$ cat src/rtl/core/tsq_pkg.sv
// Shared types for the tone sequence queue.
// Holds the controller operation codes and the command and status structs.
// No dependencies.
package tsq_pkg;

  // One operation is applied to the datapath state per input word.
  typedef enum logic [2:0] {
    OP_NONE,
    OP_CANCEL,
    OP_DROP,
    OP_PUSH,
    OP_TICK,
    OP_POP,
    OP_STOP
  } tsq_op_e;

  typedef struct packed {
    logic    load;  // capture the input word
    logic    exec;  // apply op to the state and load the result registers
    tsq_op_e op;
  } tsq_cmd_t;

  typedef struct packed {
    logic is_request;
    logic is_cancel;
    logic full;
    logic empty;
    logic armed;
    logic expiring;  // the countdown reaches zero on this tick
  } tsq_status_t;

endpackage

$ cat src/rtl/core/tsq_ram.sv
// Generic single-write, single-read RAM with a registered read port.
// Used for the tone queue storage. No dependencies.
module tsq_ram #(
  parameter int WIDTH = 32,
  parameter int DEPTH = 16
) (
  input  logic                     clk_i,
  input  logic                     we_i,
  input  logic [$clog2(DEPTH)-1:0] waddr_i,
  input  logic [WIDTH-1:0]         wdata_i,
  input  logic [$clog2(DEPTH)-1:0] raddr_i,
  output logic [WIDTH-1:0]         rdata_o
);

  logic [WIDTH-1:0] mem_q [DEPTH];
  logic [WIDTH-1:0] rdata_q;

  always_ff @(posedge clk_i) begin
    if (we_i) begin
      mem_q[waddr_i] <= wdata_i;
    end
    rdata_q <= mem_q[raddr_i];
  end

  assign rdata_o = rdata_q;

endmodule

$ cat src/rtl/core/tsq_ctrl.sv
// Controller for the tone sequence queue: sequences each word through
// capture, execute and result hand-off. Depends on tsq_pkg.
module tsq_ctrl (
  input  logic                clk_i,
  input  logic                rst_ni,
  input  logic                in_valid_i,
  output logic                in_stall_o,
  output logic                out_valid_o,
  input  logic                out_stall_i,
  input  tsq_pkg::tsq_status_t status_i,
  output tsq_pkg::tsq_cmd_t    cmd_o
);

  typedef enum logic [1:0] {
    ST_IDLE,
    ST_EXEC,
    ST_HOLD
  } state_e;

  state_e          state_q, state_d;
  tsq_pkg::tsq_op_e op;

  // Choose the operation from the captured word and the queue state.
  always_comb begin
    op = tsq_pkg::OP_NONE;
    if (status_i.is_request) begin
      if (status_i.is_cancel) begin
        op = tsq_pkg::OP_CANCEL;
      end else if (status_i.full) begin
        op = tsq_pkg::OP_DROP;
      end else begin
        op = tsq_pkg::OP_PUSH;
      end
    end else if (status_i.armed) begin
      if (!status_i.expiring) begin
        op = tsq_pkg::OP_TICK;
      end else if (status_i.empty) begin
        op = tsq_pkg::OP_STOP;
      end else begin
        op = tsq_pkg::OP_POP;
      end
    end
  end

  always_comb begin
    state_d = state_q;
    case (state_q)
      ST_IDLE: begin
        if (in_valid_i) begin
          state_d = ST_EXEC;
        end
      end
      ST_EXEC: state_d = ST_HOLD;
      ST_HOLD: begin
        if (!out_stall_i) begin
          state_d = ST_IDLE;
        end
      end
      default: state_d = ST_IDLE;
    endcase
  end

  always_ff @(posedge clk_i or negedge rst_ni) begin
    if (!rst_ni) begin
      state_q <= ST_IDLE;
    end else begin
      state_q <= state_d;
    end
  end

  assign in_stall_o  = (state_q != ST_IDLE);
  assign out_valid_o = (state_q == ST_HOLD);

  assign cmd_o.load = (state_q == ST_IDLE) && in_valid_i;
  assign cmd_o.exec = (state_q == ST_EXEC);
  assign cmd_o.op   = op;

endmodule

$ cat src/rtl/core/tsq_dp.sv
// Datapath for the tone sequence queue: queue pointers and count, the
// countdown, the driven frequency and the result registers.
// Depends on tsq_pkg and tsq_ram.
module tsq_dp #(
  parameter int QUEUE_DEPTH = 16
) (
  input  logic                 clk_i,
  input  logic                 rst_ni,
  input  tsq_pkg::tsq_cmd_t    cmd_i,
  output tsq_pkg::tsq_status_t status_o,
  input  logic                 mode_i,
  input  logic [15:0]          tone_hz_i,
  input  logic [15:0]          duration_ms_i,
  output logic [15:0]          drive_hz_o,
  output logic                 drive_changed_o,
  output logic                 timer_running_o,
  output logic [4:0]           queue_level_o,
  output logic                 dropped_o
);

  localparam int PW = $clog2(QUEUE_DEPTH);
  localparam int CW = $clog2(QUEUE_DEPTH + 1);
  localparam int EW = (CW > 5) ? CW : 5;

  logic          mode_q;
  logic [15:0]   hz_q, dur_q;
  logic [PW-1:0] rd_ptr_q, rd_ptr_d, wr_ptr_q, wr_ptr_d;
  logic [CW-1:0] count_q, count_d;
  logic [15:0]   cur_hz_q, cur_hz_d, ticks_q, ticks_d;
  logic          armed_q, armed_d;
  logic [31:0]   rdata;
  logic [15:0]   pop_hz, pop_dur;
  logic [EW-1:0] level_ext;

  tsq_ram #(
    .WIDTH(32),
    .DEPTH(QUEUE_DEPTH)
  ) u_ram (
    .clk_i  (clk_i),
    .we_i   (cmd_i.exec && (cmd_i.op == tsq_pkg::OP_PUSH)),
    .waddr_i(wr_ptr_q),
    .wdata_i({hz_q, dur_q}),
    .raddr_i(rd_ptr_q),
    .rdata_o(rdata)
  );

  assign pop_hz  = rdata[31:16];
  assign pop_dur = rdata[15:0];

  assign status_o.is_request = mode_q;
  assign status_o.is_cancel  = (hz_q == 16'd0) && (dur_q == 16'd0);
  assign status_o.full       = (count_q == CW'(QUEUE_DEPTH));
  assign status_o.empty      = (count_q == '0);
  assign status_o.armed      = armed_q;
  assign status_o.expiring   = (ticks_q <= 16'd1);

  always_comb begin
    rd_ptr_d = rd_ptr_q;
    wr_ptr_d = wr_ptr_q;
    count_d  = count_q;
    cur_hz_d = cur_hz_q;
    ticks_d  = ticks_q;
    armed_d  = armed_q;
    case (cmd_i.op)
      tsq_pkg::OP_CANCEL: begin
        rd_ptr_d = '0;
        wr_ptr_d = '0;
        count_d  = '0;
        cur_hz_d = 16'd0;
        ticks_d  = 16'd0;
        armed_d  = 1'b0;
      end
      tsq_pkg::OP_PUSH: begin
        wr_ptr_d = (wr_ptr_q == PW'(QUEUE_DEPTH - 1)) ? '0 : wr_ptr_q + 1'b1;
        count_d  = count_q + 1'b1;
        if (count_q == '0) begin
          ticks_d = 16'd1;
          armed_d = 1'b1;
        end
      end
      tsq_pkg::OP_TICK: ticks_d = ticks_q - 16'd1;
      tsq_pkg::OP_POP: begin
        cur_hz_d = pop_hz;
        ticks_d  = (pop_dur == 16'd0) ? 16'd1 : pop_dur;
        rd_ptr_d = (rd_ptr_q == PW'(QUEUE_DEPTH - 1)) ? '0 : rd_ptr_q + 1'b1;
        count_d  = count_q - 1'b1;
      end
      tsq_pkg::OP_STOP: begin
        cur_hz_d = 16'd0;
        ticks_d  = 16'd0;
        armed_d  = 1'b0;
      end
      default: ;
    endcase
  end

  assign level_ext = EW'(count_d);

  always_ff @(posedge clk_i) begin
    if (cmd_i.load) begin
      mode_q <= mode_i;
      hz_q   <= tone_hz_i;
      dur_q  <= duration_ms_i;
    end
    if (cmd_i.exec) begin
      drive_hz_o      <= cur_hz_d;
      drive_changed_o <= (cur_hz_d != cur_hz_q);
      timer_running_o <= armed_d;
      queue_level_o   <= level_ext[4:0];
      dropped_o       <= (cmd_i.op == tsq_pkg::OP_DROP);
    end
  end

  always_ff @(posedge clk_i or negedge rst_ni) begin
    if (!rst_ni) begin
      rd_ptr_q <= '0;
      wr_ptr_q <= '0;
      count_q  <= '0;
      cur_hz_q <= 16'd0;
      ticks_q  <= 16'd0;
      armed_q  <= 1'b0;
    end else if (cmd_i.exec) begin
      rd_ptr_q <= rd_ptr_d;
      wr_ptr_q <= wr_ptr_d;
      count_q  <= count_d;
      cur_hz_q <= cur_hz_d;
      ticks_q  <= ticks_d;
      armed_q  <= armed_d;
    end
  end

endmodule

$ cat src/rtl/core/tone_sequence_queue.sv
// Tone sequence queue: top level of the buzzer tone sequencer.
// Instantiates tsq_ctrl and tsq_dp; depends on tsq_pkg.
//
// Each input word is either a one-millisecond tick (mode 0) or a beep
// request (mode 1), and each word produces exactly one result word. A
// request with zero frequency and zero duration cancels: the queue is
// flushed, the countdown stops and the buzzer is silenced. Other requests
// join a queue of QUEUE_DEPTH entries, or are dropped with the dropped flag
// set when the queue is full. A request that leaves one entry queued arms
// the countdown for one tick; on expiry the next entry is popped and its
// frequency is driven for its duration (zero counts as one tick), and an
// empty queue at expiry silences the buzzer and stops the countdown.
// Each word passes through capture, then a step that reads the queue head
// from its registered RAM and updates the state, then a hold state with
// the result word offered until it is taken; a new word is taken at the
// earliest in the cycle after the result is taken, so words never overlap.
// After reset the block is ready at once; no memory clearing is needed.
module tone_sequence_queue #(
  parameter int QUEUE_DEPTH = 16
) (
  input  logic        clk_i,
  input  logic        rst_ni,
  input  logic        in_valid_i,
  output logic        in_stall_o,
  input  logic        mode_i,
  input  logic [15:0] tone_hz_i,
  input  logic [15:0] duration_ms_i,
  output logic        out_valid_o,
  input  logic        out_stall_i,
  output logic [15:0] drive_hz_o,
  output logic        drive_changed_o,
  output logic        timer_running_o,
  output logic [4:0]  queue_level_o,
  output logic        dropped_o
);

  tsq_pkg::tsq_cmd_t    cmd;
  tsq_pkg::tsq_status_t status;

  // The controller only sequences the word and picks the operation; all
  // queue and countdown state lives in the datapath.
  tsq_ctrl u_ctrl (
    .clk_i      (clk_i),
    .rst_ni     (rst_ni),
    .in_valid_i (in_valid_i),
    .in_stall_o (in_stall_o),
    .out_valid_o(out_valid_o),
    .out_stall_i(out_stall_i),
    .status_i   (status),
    .cmd_o      (cmd)
  );

  tsq_dp #(
    .QUEUE_DEPTH(QUEUE_DEPTH)
  ) u_dp (
    .clk_i          (clk_i),
    .rst_ni         (rst_ni),
    .cmd_i          (cmd),
    .status_o       (status),
    .mode_i         (mode_i),
    .tone_hz_i      (tone_hz_i),
    .duration_ms_i  (duration_ms_i),
    .drive_hz_o     (drive_hz_o),
    .drive_changed_o(drive_changed_o),
    .timer_running_o(timer_running_o),
    .queue_level_o  (queue_level_o),
    .dropped_o      (dropped_o)
  );

  // An accepted word yields its result word once the execute state has passed.
  assert property (@(posedge clk_i) disable iff (!rst_ni)
    (in_valid_i && !in_stall_o) |-> ##2 out_valid_o)
    else $error("result word did not follow an accepted word");

  // No new word is taken while a result is still offered.
  assert property (@(posedge clk_i) disable iff (!rst_ni)
    out_valid_o |-> in_stall_o)
    else $error("input accepted while a result was pending");

  // With the countdown stopped the buzzer must be silent.
  assert property (@(posedge clk_i) disable iff (!rst_ni)
    (out_valid_o && !timer_running_o) |-> (drive_hz_o == 16'd0))
    else $error("buzzer driven with the countdown stopped");

  // A dropped request never changes the tone.
  assert property (@(posedge clk_i) disable iff (!rst_ni)
    (out_valid_o && dropped_o) |-> !drive_changed_o)
    else $error("dropped request changed the driven tone");

  // The reported level never exceeds the queue depth.
  assert property (@(posedge clk_i) disable iff (!rst_ni)
    out_valid_o |-> ((QUEUE_DEPTH > 31) || (int'(queue_level_o) <= QUEUE_DEPTH)))
    else $error("queue level beyond queue depth");

endmodule

$ cat config.mk
export PLATFORM = sky130hd
export DESIGN_NAME = tone_sequence_queue
export DESIGN_NICKNAME = d
export VERILOG_FILES = /design/src/rtl/core/tsq_pkg.sv /design/src/rtl/core/tsq_ram.sv /design/src/rtl/core/tsq_ctrl.sv /design/src/rtl/core/tsq_dp.sv /design/src/rtl/core/tone_sequence_queue.sv
export SDC_FILE = /design/constraint.sdc
export NUM_CORES = 1
export LEC_CHECK = 0
export ABC_AREA = 1
export BUFFER_PORTS_ARGS = -buffer_cell sky130_fd_sc_hd__buf_2
export CAP_MARGIN = 0
export CORE_AREA = 5 5 224 226
export CTS_BUF_LIST = sky130_fd_sc_hd__clkbuf_16
export DETAILED_ROUTE_END_ITERATION = 8
export DIE_AREA = 0 0 229 231
export PLACE_DENSITY = 0.7
export SYNTH_ARGS = -nofsm -noshare
export SYNTH_HDL_FRONTEND = slang
export SYNTH_SLANG_ARGS = --single-unit
$ cat constraint.sdc
create_clock -name clk_i -period 12.85 [get_ports clk_i]
set_input_delay 3.855 -clock clk_i [delete_from_list [all_inputs] [get_ports clk_i]]
set_output_delay 3.855 -clock clk_i [all_outputs]
set_load 0.005 [all_outputs]
==> results of run 1 <==
metal layers:
| metal | vias up | global-route usage | share of wire |
|---|---|---|---|
| met5 | - | 0 | 0 |
| met4 | 0 | 0.0665 | 0.023 |
| met3 | 115 | 0.0435 | 0.091 |
| met2 | 750 | 0.367 | 0.46 |
| met1 | 8092 | 0.335 | 0.42 |
| li1 | 7426 | - | - |
flip-flops by register name (all words and copies together) (netlist names), 5 cells and up:
signal              cells
u_dp.dur_q             16
u_dp.count_q            5
u_dp.u_ram.rdata_o     32
u_dp.drive_hz_o        16
u_dp.queue_level_o      5
u_dp.cur_hz_q          16
u_dp.ticks_q           16
u_dp.hz_q              16
u_dp.u_ram.mem_q      512
cell usage in the layout (no fill, tap or decap), types with 20 or more instances in the layout:
| master | instances |
|---|---|
| sky130_fd_sc_hd__inv_1 | 72 |
| sky130_fd_sc_hd__dfrtp_1 | 45 |
| sky130_fd_sc_hd__edfxtp_1 | 569 |
| sky130_fd_sc_hd__o21ai_1 | 22 |
| sky130_fd_sc_hd__buf_2 | 62 |
| sky130_fd_sc_hd__o22ai_1 | 40 |
| sky130_fd_sc_hd__nand2_1 | 361 |
| sky130_fd_sc_hd__a221oi_1 | 38 |
| sky130_fd_sc_hd__a21oi_1 | 82 |
| sky130_fd_sc_hd__o21ai_0 | 203 |
| sky130_fd_sc_hd__nand4_1 | 27 |
| sky130_fd_sc_hd__nor2_4 | 20 |
| sky130_fd_sc_hd__nor2_1 | 192 |
| sky130_fd_sc_hd__clkbuf_16 | 70 |
| sky130_fd_sc_hd__nand3_1 | 97 |
| sky130_fd_sc_hd__o221ai_1 | 27 |
| sky130_fd_sc_hd__buf_4 | 33 |
| sky130_fd_sc_hd__dfxtp_1 | 32 |
final cells by class:
| type | count | area [µm²] |
|---|---|---|
| timing repair buffer | 95 | 558 |
| clock buffer | 70 | 1750 |
| fill | 3598 | 19600 |
| multi-input combinational | 1182 | 5930 |
| tap | 622 | 778 |
| inverter | 64 | 245 |
| clock inverter | 51 | 332 |
| sequential | 649 | 18900 |
stage by stage:
step | instances | hold slack, ns
after floorplan | 2009 | 0.487
after global placement | 2612 | 0.511
after detailed placement | 2612 | 0.531
after CTS | 2733 | 0.547
after global routing | 2733 | 0.588
final | 2733 | 0.542
how the worst max path moves through the flow:
| stage | end | slack [ns] | cells past startpoint | from |
|---|---|---|---|---|
| 6_report | in_stall_o | 7.64 | 3 | u_ctrl.state_q[0]$_DFFE_PN0P_ |
| 3_5_place_dp | u_dp.hz_q[0]$_DFFE_PP_ | 7.78 | 4 | in_valid_i |
| 5_1_grt | in_stall_o | 7.57 | 3 | u_ctrl.state_q[0]$_DFFE_PN0P_ |
| 3_3_place_gp | u_dp.hz_q[0]$_DFFE_PP_ | 7.81 | 4 | in_valid_i |
| 2_1_floorplan | u_dp.dur_q[0]$_DFFE_PP_ | 7.13 | 2 | in_valid_i |
| 4_1_cts | in_stall_o | 7.61 | 3 | u_ctrl.state_q[0]$_DFFE_PN0P_ |
cells by family (layout without fill, tap and decap cells):
group                      Yosys count  count (layout)  share of synthesized area
AOI/OAI and AO/OA                  436             436                      0.101
xor gates and xnor gates             9               9                    0.00310
adders and majority gates           11              11                    0.00571
buffers and inverters              178             280                     0.0280
DFF                                649             649                      0.744
and+or+nand+nor                    726             726                      0.118
where the power goes:
| group | leakage [nW] | internal (W) | switching, W |
|---|---|---|---|
| registers | 6.06 | 0.00254 | 0.000204 |
| clock network | 1.10 | 0.00106 | 0.000776 |
| logic | 3.03 | 0.000304 | 0.000712 |
cells in the mapped netlist, types with 27 or more instances:
| cell | count | area (µm²) |
|---|---|---|
| sky130_fd_sc_hd__edfxtp_1 | 569 | 17100 |
| sky130_fd_sc_hd__nand2_1 | 362 | 1360 |
| sky130_fd_sc_hd__nor2_1 | 210 | 788 |
| sky130_fd_sc_hd__o21ai_0 | 203 | 1020 |
| sky130_fd_sc_hd__nand3_1 | 97 | 485 |
| sky130_fd_sc_hd__clkbuf_1 | 88 | 330 |
| sky130_fd_sc_hd__a21oi_1 | 82 | 410 |
| sky130_fd_sc_hd__inv_1 | 55 | 206 |
| sky130_fd_sc_hd__dfrtp_1 | 48 | 1200 |
| sky130_fd_sc_hd__o22ai_1 | 40 | 250 |
| sky130_fd_sc_hd__a221oi_1 | 38 | 333 |
| sky130_fd_sc_hd__dfxtp_1 | 32 | 641 |
| sky130_fd_sc_hd__nand4_1 | 27 | 169 |
| sky130_fd_sc_hd__o221ai_1 | 27 | 236 |
critical path, stage by stage (launching register included):
cell and delay [ns]:
sky130_fd_sc_hd__dfrtp_1 0.37, sky130_fd_sc_hd__inv_1 0.11, sky130_fd_sc_hd__nand2_1 0.13, sky130_fd_sc_hd__buf_2 0.15
==> report_table.html, run 1 <==
<table>
<tr><th>Metric</th><th>Value</th></tr>
<tr><th colspan="2">Placed design</th></tr>
<tr><td>Placement-stage worst setup slack</td><td>7.78 ns</td></tr>
<tr><td>GP Congestion</td><td>0.798</td></tr>
<tr><td>Final HPWL DP</td><td>31.6 mm</td></tr>
<tr><td>Number of buffer cells added on primary ports</td><td>62</td></tr>
<tr><td>Placed Instance Area</td><td>roughly 26000 µm²</td></tr>
<tr><th colspan="2">Worst setup path</th></tr>
<tr><td>Internal reg-to-reg setup slack</td><td>roughly 8.3 ns</td></tr>
<tr><td>Critical path data required time</td><td>8.99 ns</td></tr>
<tr><td>Arrival time worst endpoint</td><td>1.35 ns</td></tr>
<tr><td>R2R Path Start</td><td>u_dp.ticks_q[0]$_DFFE_PN0P_</td></tr>
<tr><td>Startpoint-to-endpoint class of the critical path</td><td>reg -&gt; out</td></tr>
<tr><td>FF-to-FF path depth</td><td>13</td></tr>
<tr><td>Type of element capturing the critical path</td><td>output port</td></tr>
<tr><td>Top fanout value on the critical path</td><td>3</td></tr>
<tr><td>Startpoint type of the worst setup path</td><td>register</td></tr>
<tr><td>End of the worst register-to-register path</td><td>u_dp.u_ram.mem_q[9][8]$_DFFE_PP_</td></tr>
<tr><th colspan="2">Route</th></tr>
<tr><td>Via count normalized by instance count</td><td>~6.0</td></tr>
<tr><td>Per-cell routed wire length</td><td>approximately 23 µm</td></tr>
<tr><td>Number of iterations in the first detailed-routing pass</td><td>6</td></tr>
<tr><td>Vias after detailed routing</td><td>16400</td></tr>
<tr><td>Residual DRC count</td><td>0</td></tr>
<tr><td>Final antenna-violating net count</td><td>0</td></tr>
<tr><td>Final wirelength</td><td>about 62 mm</td></tr>
<tr><td>Drt first-iter violations</td><td>about 2300</td></tr>
<tr><th colspan="2">Clock tree</th></tr>
<tr><td>Postcts setup bufs</td><td>0</td></tr>
<tr><td>Clock tree from TritonCTS</td><td>built</td></tr>
<tr><td>Cells resized by post-CTS repair</td><td>0</td></tr>
<tr><td>Largest buffer count on any clock path</td><td>3</td></tr>
<tr><td>Worst-skew pair later-pin latency</td><td>0.60 ns</td></tr>
<tr><td>Clock root buffer</td><td>sky130_fd_sc_hd__clkbuf_16</td></tr>
<tr><td>Number of H-tree branching levels</td><td>3</td></tr>
<tr><td>Number of buffers created by CTS</td><td>68</td></tr>
<tr><td>Clock transition at the registers of the reported paths</td><td>0.05 ns</td></tr>
<tr><td>Hold buffer count at CTS</td><td>0</td></tr>
<tr><td>Number of clock sinks seen by CTS</td><td>649</td></tr>
<tr><th colspan="2">Die</th></tr>
<tr><td>Initial core utilization</td><td>0.528</td></tr>
<tr><td>Die X-Extent</td><td>229 µm</td></tr>
<tr><td>Floorplan row count</td><td>81</td></tr>
<tr><td>Area of the core region</td><td>48100 µm²</td></tr>
<tr><td>IO Pins</td><td>63</td></tr>
<tr><td>Total die area</td><td>52900 µm²</td></tr>
<tr><td>Die Span Y</td><td>231 µm</td></tr>
<tr><th colspan="2">Power</th></tr>
<tr><td>Total power density per cell area</td><td>approximately 200 nW/µm²</td></tr>
<tr><td>Max IR drop VDD</td><td>0.0909 mV</td></tr>
<tr><td>Lkg Pwr</td><td>slightly above 10 nW</td></tr>
<tr><td>Total power after layout</td><td>0.00560 W</td></tr>
<tr><th colspan="2">Final layout</th></tr>
<tr><td># nets final</td><td>between 2000 and 2500</td></tr>
<tr><td>Number of antenna cells inserted</td><td>0</td></tr>
<tr><td>Total non-filler cell area in the finished layout</td><td>between 20000 and 30000 µm²</td></tr>
<tr><td>Signed area change from the synthesized netlist to the final layout</td><td>12.2%</td></tr>
<tr><td>Share of layout cells above drive strength 1</td><td>0.117</td></tr>
<tr><td>Final core area utilization</td><td>0.593</td></tr>
<tr><th colspan="2">STA</th></tr>
<tr><td>Least-Margin Pin Slew</td><td>1.18 ns</td></tr>
<tr><td>Fin. Hold Viols</td><td>0</td></tr>
<tr><td>Pins over their slew limit</td><td>0</td></tr>
<tr><td>Worst-case headroom to the max-slew limit</td><td>0.209</td></tr>
<tr><td>Least setup slack across all paths after layout</td><td>7.64 ns</td></tr>
<tr><td>Share of the clock period used by the worst path after layout</td><td>0.405</td></tr>
<tr><td>RSZ-0062 raised after global routing</td><td>false</td></tr>
<tr><td>Highest Clock Rate</td><td>192 MHz</td></tr>
<tr><td>Total negative slack for setup checks</td><td>0 ns</td></tr>
<tr><td>Clock Skews</td><td>0.0355 ns</td></tr>
<tr><td>Time the worst path needs with I/O delays and setup</td><td>5.21 ns</td></tr>
<tr><td>Final number of setup-violating endpoints</td><td>0</td></tr>
<tr><th colspan="2">Logic synthesis</th></tr>
<tr><td>Instance count of the mapped netlist</td><td>2009</td></tr>
<tr><td>Unique masters post-synth</td><td>43</td></tr>
<tr><td>Synth Register Bits</td><td>649</td></tr>
<tr><td>Mean instance size in the synthesized netlist</td><td>approximately 13 µm²</td></tr>
<tr><td>Post-synth EDFFs</td><td>569</td></tr>
<tr><td>Flip-flop cell with the highest count after synthesis</td><td>sky130_fd_sc_hd__edfxtp_1</td></tr>
<tr><td>Syn_nets</td><td>slightly above 2000</td></tr>
<tr><td>Synthesized cell area</td><td>around 25000 µm²</td></tr>
<tr><td>Asr flop ratio synth</td><td>0.0740</td></tr>
<tr><td>Total number of yosys warnings</td><td>0</td></tr>
<tr><td>Sequential element share of the synthesized area</td><td>0.744</td></tr>
<tr><th colspan="2">Flow run</th></tr>
<tr><td>Number of maximum-capacitance violations</td><td>0</td></tr>
<tr><th colspan="2">Hold path</th></tr>
<tr><td>Worst min-delay path startpoint</td><td>u_ctrl.state_q[0]$_DFFE_PN0P_</td></tr>
<tr><td>Type of the tightest min-delay check</td><td>reg -&gt; reg</td></tr>
<tr><td>Cell depth of the worst min-delay path</td><td>3</td></tr>
<tr><td>Sink of the worst hold path</td><td>u_ctrl.state_q[1]$_DFFE_PN0P_</td></tr>
<tr><th colspan="2">Global routing</th></tr>
<tr><td>Global route overflow</td><td>0</td></tr>
<tr><td>Pin count of the biggest net entering global routing</td><td>102</td></tr>
<tr><td>Number of antenna violations at the first check in global routing</td><td>1</td></tr>
<tr><td>Vias in the first global route</td><td>15900</td></tr>
<tr><td>Global-route wire length before repair</td><td>approximately 94 mm</td></tr>
<tr><td>Combined global-route utilization of all metal layers</td><td>0.232</td></tr>
<tr><th colspan="2">Outcome</th></tr>
<tr><td>Run status</td><td>completed</td></tr>
</table>
(Power assumes the default switching activity.)
==> inputs of run 2 (changes only) <==
==> constraint.sdc (replaced) <==
create_clock -name clk_i -period 4.8 [get_ports clk_i]
set_input_delay 1.44 -clock clk_i [delete_from_list [all_inputs] [get_ports clk_i]]
set_output_delay 1.44 -clock clk_i [all_outputs]
set_load 0.005 [all_outputs]
==> run 2 against run 1 <==
- wire length is 3.8% higher
- largest cell class unchanged
- critical path depth rose by 9
- combinational power grew to 2.9 times the previous value
- worst setup slack worse by 6.9 ns
- first-iteration DRC count grew 1.3%
==> report_table.html, run 2 (synthesis results as in run 1) <==
<table>
<tr><th>Metric</th><th>Value</th></tr>
<tr><th colspan="2">Outcome</th></tr>
<tr><td>Run status</td><td>completed</td></tr>
<tr><th colspan="2">Final layout</th></tr>
<tr><td>Signed area change from the synthesized netlist to the final layout</td><td>13.3%</td></tr>
<tr><td>Share of layout cells above drive strength 1</td><td>0.127 (+0.00976)</td></tr>
<tr><td>Commonest cells after routing, fill and taps aside</td><td>sky130_fd_sc_hd__edfxtp_1 (569), sky130_fd_sc_hd__nand2_1 (361), sky130_fd_sc_hd__o21ai_0 (203)</td></tr>
<tr><td># nets final</td><td>2119 (+0.52%)</td></tr>
<tr><td>Most common cell after layout, fill and taps aside</td><td>sky130_fd_sc_hd__edfxtp_1</td></tr>
<tr><td>Register bank with the most flops</td><td>u_dp.u_ram.mem_q</td></tr>
<tr><td>Number of flip-flops under the largest register name</td><td>512 (unchanged)</td></tr>
<tr><th colspan="2">STA</th></tr>
<tr><td>Least-Margin Pin Slew</td><td>1.14 ns (-0.0456 ns)</td></tr>
<tr><td>Fin Hold WS</td><td>0.502 ns (-0.0391 ns)</td></tr>
<tr><td>Pins over their slew limit</td><td>0 (unchanged)</td></tr>
<tr><td>Fin. Hold Viols</td><td>0 (unchanged)</td></tr>
<tr><td>Highest Clock Rate</td><td>about 250 MHz</td></tr>
<tr><td>Final number of setup-violating endpoints</td><td>0 (unchanged)</td></tr>
<tr><td>Clock Skews</td><td>0.0292 ns (-0.00636 ns)</td></tr>
<tr><td>Total negative slack for setup checks</td><td>0 ns (unchanged)</td></tr>
<tr><td>Time the worst path needs with I/O delays and setup</td><td>4.03 ns</td></tr>
<tr><td>Share of the clock period used by the worst path after layout</td><td>0.840</td></tr>
<tr><td>RSZ-0062 raised after global routing</td><td>false</td></tr>
<tr><td>Worst-case headroom to the max-slew limit</td><td>0.240 (+0.0314)</td></tr>
<tr><th colspan="2">Worst setup path</th></tr>
<tr><td>Critical path data required time</td><td>5.09 ns (-3.90 ns)</td></tr>
<tr><td>Type of element capturing the critical path</td><td>register</td></tr>
<tr><td>Startpoint-to-endpoint class of the critical path</td><td>reg -&gt; reg</td></tr>
<tr><td>Startpoint type of the worst setup path</td><td>register</td></tr>
<tr><td>Internal reg-to-reg setup slack</td><td>0.77 ns (-7.57 ns)</td></tr>
<tr><td>Arrival time worst endpoint</td><td>4.32 ns (+2.97 ns)</td></tr>
<tr><td>Top fanout value on the critical path</td><td>19 (+16)</td></tr>
<tr><th colspan="2">Power</th></tr>
<tr><td>Max IR drop VDD</td><td>0.367 mV (+300%)</td></tr>
<tr><td>Total power density per cell area</td><td>532 nW/µm² (+170%)</td></tr>
<tr><td>Lkg Pwr</td><td>10.3 nW (+0.97%)</td></tr>
<tr><th colspan="2">Global routing</th></tr>
<tr><td>Vias in the first global route</td><td>15900 (+0.15%)</td></tr>
<tr><td>Number of antenna violations at the first check in global routing</td><td>6 (+5)</td></tr>
<tr><td>Global Route met3 Usage</td><td>0.0625 (+0.0189)</td></tr>
<tr><td>Global route overflow</td><td>0 (unchanged)</td></tr>
<tr><td>Pin count of the biggest net entering global routing</td><td>184 (+80%)</td></tr>
<tr><td>Global-route met1 utilization</td><td>0.330 (-0.00494)</td></tr>
<tr><td>GRT met2 Usage</td><td>0.371 (+0.00344)</td></tr>
<tr><td>Global-route wire length before repair</td><td>95.8 mm (+1.5%)</td></tr>
<tr><td>GR peak layer</td><td>met2</td></tr>
<tr><td>Combined global-route utilization of all metal layers</td><td>0.237 (+0.00509)</td></tr>
<tr><th colspan="2">Clock tree</th></tr>
<tr><td>Number of buffers created by CTS</td><td>67 (-1.5%)</td></tr>
<tr><td>Clock tree from TritonCTS</td><td>built</td></tr>
<tr><td>Cells resized by post-CTS repair</td><td>0 (unchanged)</td></tr>
<tr><td>Postcts setup bufs</td><td>0 (unchanged)</td></tr>
<tr><td>Number of clock sinks seen by CTS</td><td>649 (unchanged)</td></tr>
<tr><td>Hold buffer count at CTS</td><td>0 (unchanged)</td></tr>
<tr><td>Number of H-tree branching levels</td><td>3 (unchanged)</td></tr>
<tr><td>Largest buffer count on any clock path</td><td>3 (unchanged)</td></tr>
<tr><td>Clock transition at the registers of the reported paths</td><td>0.06 ns (about the same)</td></tr>
<tr><td>Worst-skew pair later-pin latency</td><td>0.60 ns (about the same)</td></tr>
<tr><td>Clock root buffer</td><td>sky130_fd_sc_hd__clkbuf_16</td></tr>
<tr><th colspan="2">Placed design</th></tr>
<tr><td>GP Congestion</td><td>0.819 (+2.7%)</td></tr>
<tr><td>Number of buffer cells added on primary ports</td><td>62 (unchanged)</td></tr>
<tr><td>Final HPWL DP</td><td>35.0 mm (+11%)</td></tr>
<tr><th colspan="2">Route</th></tr>
<tr><td>Drt first-iter violations</td><td>2281 (+1.3%)</td></tr>
<tr><td>Via count normalized by instance count</td><td>5.99 (about the same)</td></tr>
<tr><td>Vias after detailed routing</td><td>16500 (+0.44%)</td></tr>
<tr><td>Residual DRC count</td><td>0 (unchanged)</td></tr>
<tr><td>Per-cell routed wire length</td><td>23.4 µm (+3.4%)</td></tr>
<tr><td>Number of iterations in the first detailed-routing pass</td><td>6 (unchanged)</td></tr>
<tr><td>Final wirelength</td><td>64.2 mm (+3.8%)</td></tr>
<tr><td>Final antenna-violating net count</td><td>0 (unchanged)</td></tr>
<tr><th colspan="2">Flow run</th></tr>
<tr><td>Number of maximum-capacitance violations</td><td>0 (unchanged)</td></tr>
<tr><th colspan="2">Die</th></tr>
<tr><td>Die X-Extent</td><td>229 µm (unchanged)</td></tr>
<tr><td>Area of the core region</td><td>48100 µm² (unchanged)</td></tr>
<tr><td>Floorplan row count</td><td>81 (unchanged)</td></tr>
<tr><td>Die Span Y</td><td>231 µm (unchanged)</td></tr>
<tr><td>Total die area</td><td>52900 µm² (unchanged)</td></tr>
<tr><td>Initial core utilization</td><td>0.528 (unchanged)</td></tr>
<tr><td>IO Pins</td><td>63 (unchanged)</td></tr>
<tr><th colspan="2">Hold path</th></tr>
<tr><td>Type of the tightest min-delay check</td><td>reg -&gt; reg</td></tr>
</table>
## run 2: changes by cell type in the layout (fill, tap and decap cells not counted), sizes merged, moves of 2 or more
cell and delta:
buf +12, bufinv +3, clkinvlp +2, inv -8
## run 2: stage by stage
| stage | setup slack (ns) | utilization | cell area, µm² | cells | total power, W |
|---|---|---|---|---|---|
| floorplan | 0.385 | - | 25400 | 2009 | 0.00927 |
| global placement | 0.967 | 0.553 | 26600 | 2624 | 0.0101 |
| detailed placement | 0.864 | 0.553 | 26600 | 2624 | 0.0102 |
| CTS | 0.812 | 0.598 | 28800 | 2744 | 0.0154 |
| global route | 0.642 | 0.598 | 28800 | 2744 | 0.0160 |
| finish | 0.767 | 0.599 | 28800 | 2745 | 0.0153 |
## run 2: area by class of cell
class	instances	area, µm²
Antenna cell	1	2.50
Clock buffer	71	1780
Clock inverter	49	415
Fill cell	3607	19300
Inverter	64	248
Multi-Input combinational cell	1182	5930
Sequential cell	649	18900
Tap cell	622	778
Timing Repair Buffer	107	723
## run 2: worst paths after layout
path | from | endpoint | cells after the start
max in group asynchronous | rst_ni | u_dp.count_q[0]$_DFFE_PN0P_ | 2
min in group asynchronous | rst_ni | u_dp.ticks_q[10]$_DFFE_PN0P_ | 1
worst max-delay path | u_dp.hz_q[4]$_DFFE_PP_ | u_dp.u_ram.mem_q[0][5]$_DFFE_PP_ | 12
worst max register to register | u_dp.hz_q[4]$_DFFE_PP_ | u_dp.u_ram.mem_q[0][5]$_DFFE_PP_ | 12
worst min-delay path | u_dp.hz_q[8]$_DFFE_PP_ | u_dp.u_ram.mem_q[0][24]$_DFFE_PP_ | 0
worst min register to register | u_dp.hz_q[8]$_DFFE_PP_ | u_dp.u_ram.mem_q[0][24]$_DFFE_PP_ | 0
## run 2: per-layer routing
metal,part of all wire,up-vias
met4,0.027,2
met3,0.10,129
met2,0.47,817
met1,0.41,8058
met5,0.00019,-
li1,-,7449
## run 2: where the power goes
group          switching, W  internal [W]
Clock               0.00212       0.00305
Sequential         0.000423       0.00680
Combinational       0.00209      0.000835
## run 2: critical path, cell delays in order, from the launching register on
cell and delay (ns):
sky130_fd_sc_hd__edfxtp_1 0.61, sky130_fd_sc_hd__nor2_1 0.33, sky130_fd_sc_hd__nand2_1 0.09, sky130_fd_sc_hd__nor2_1 0.17
sky130_fd_sc_hd__nand2_1 0.15, sky130_fd_sc_hd__o21ai_0 0.39, sky130_fd_sc_hd__nand2_1 0.16, sky130_fd_sc_hd__nand2_4 0.19
sky130_fd_sc_hd__nand2_2 0.11, sky130_fd_sc_hd__nor2_4 0.19, sky130_fd_sc_hd__nand2_1 0.27, sky130_fd_sc_hd__nor2_4 0.73
sky130_fd_sc_hd__buf_4 0.31
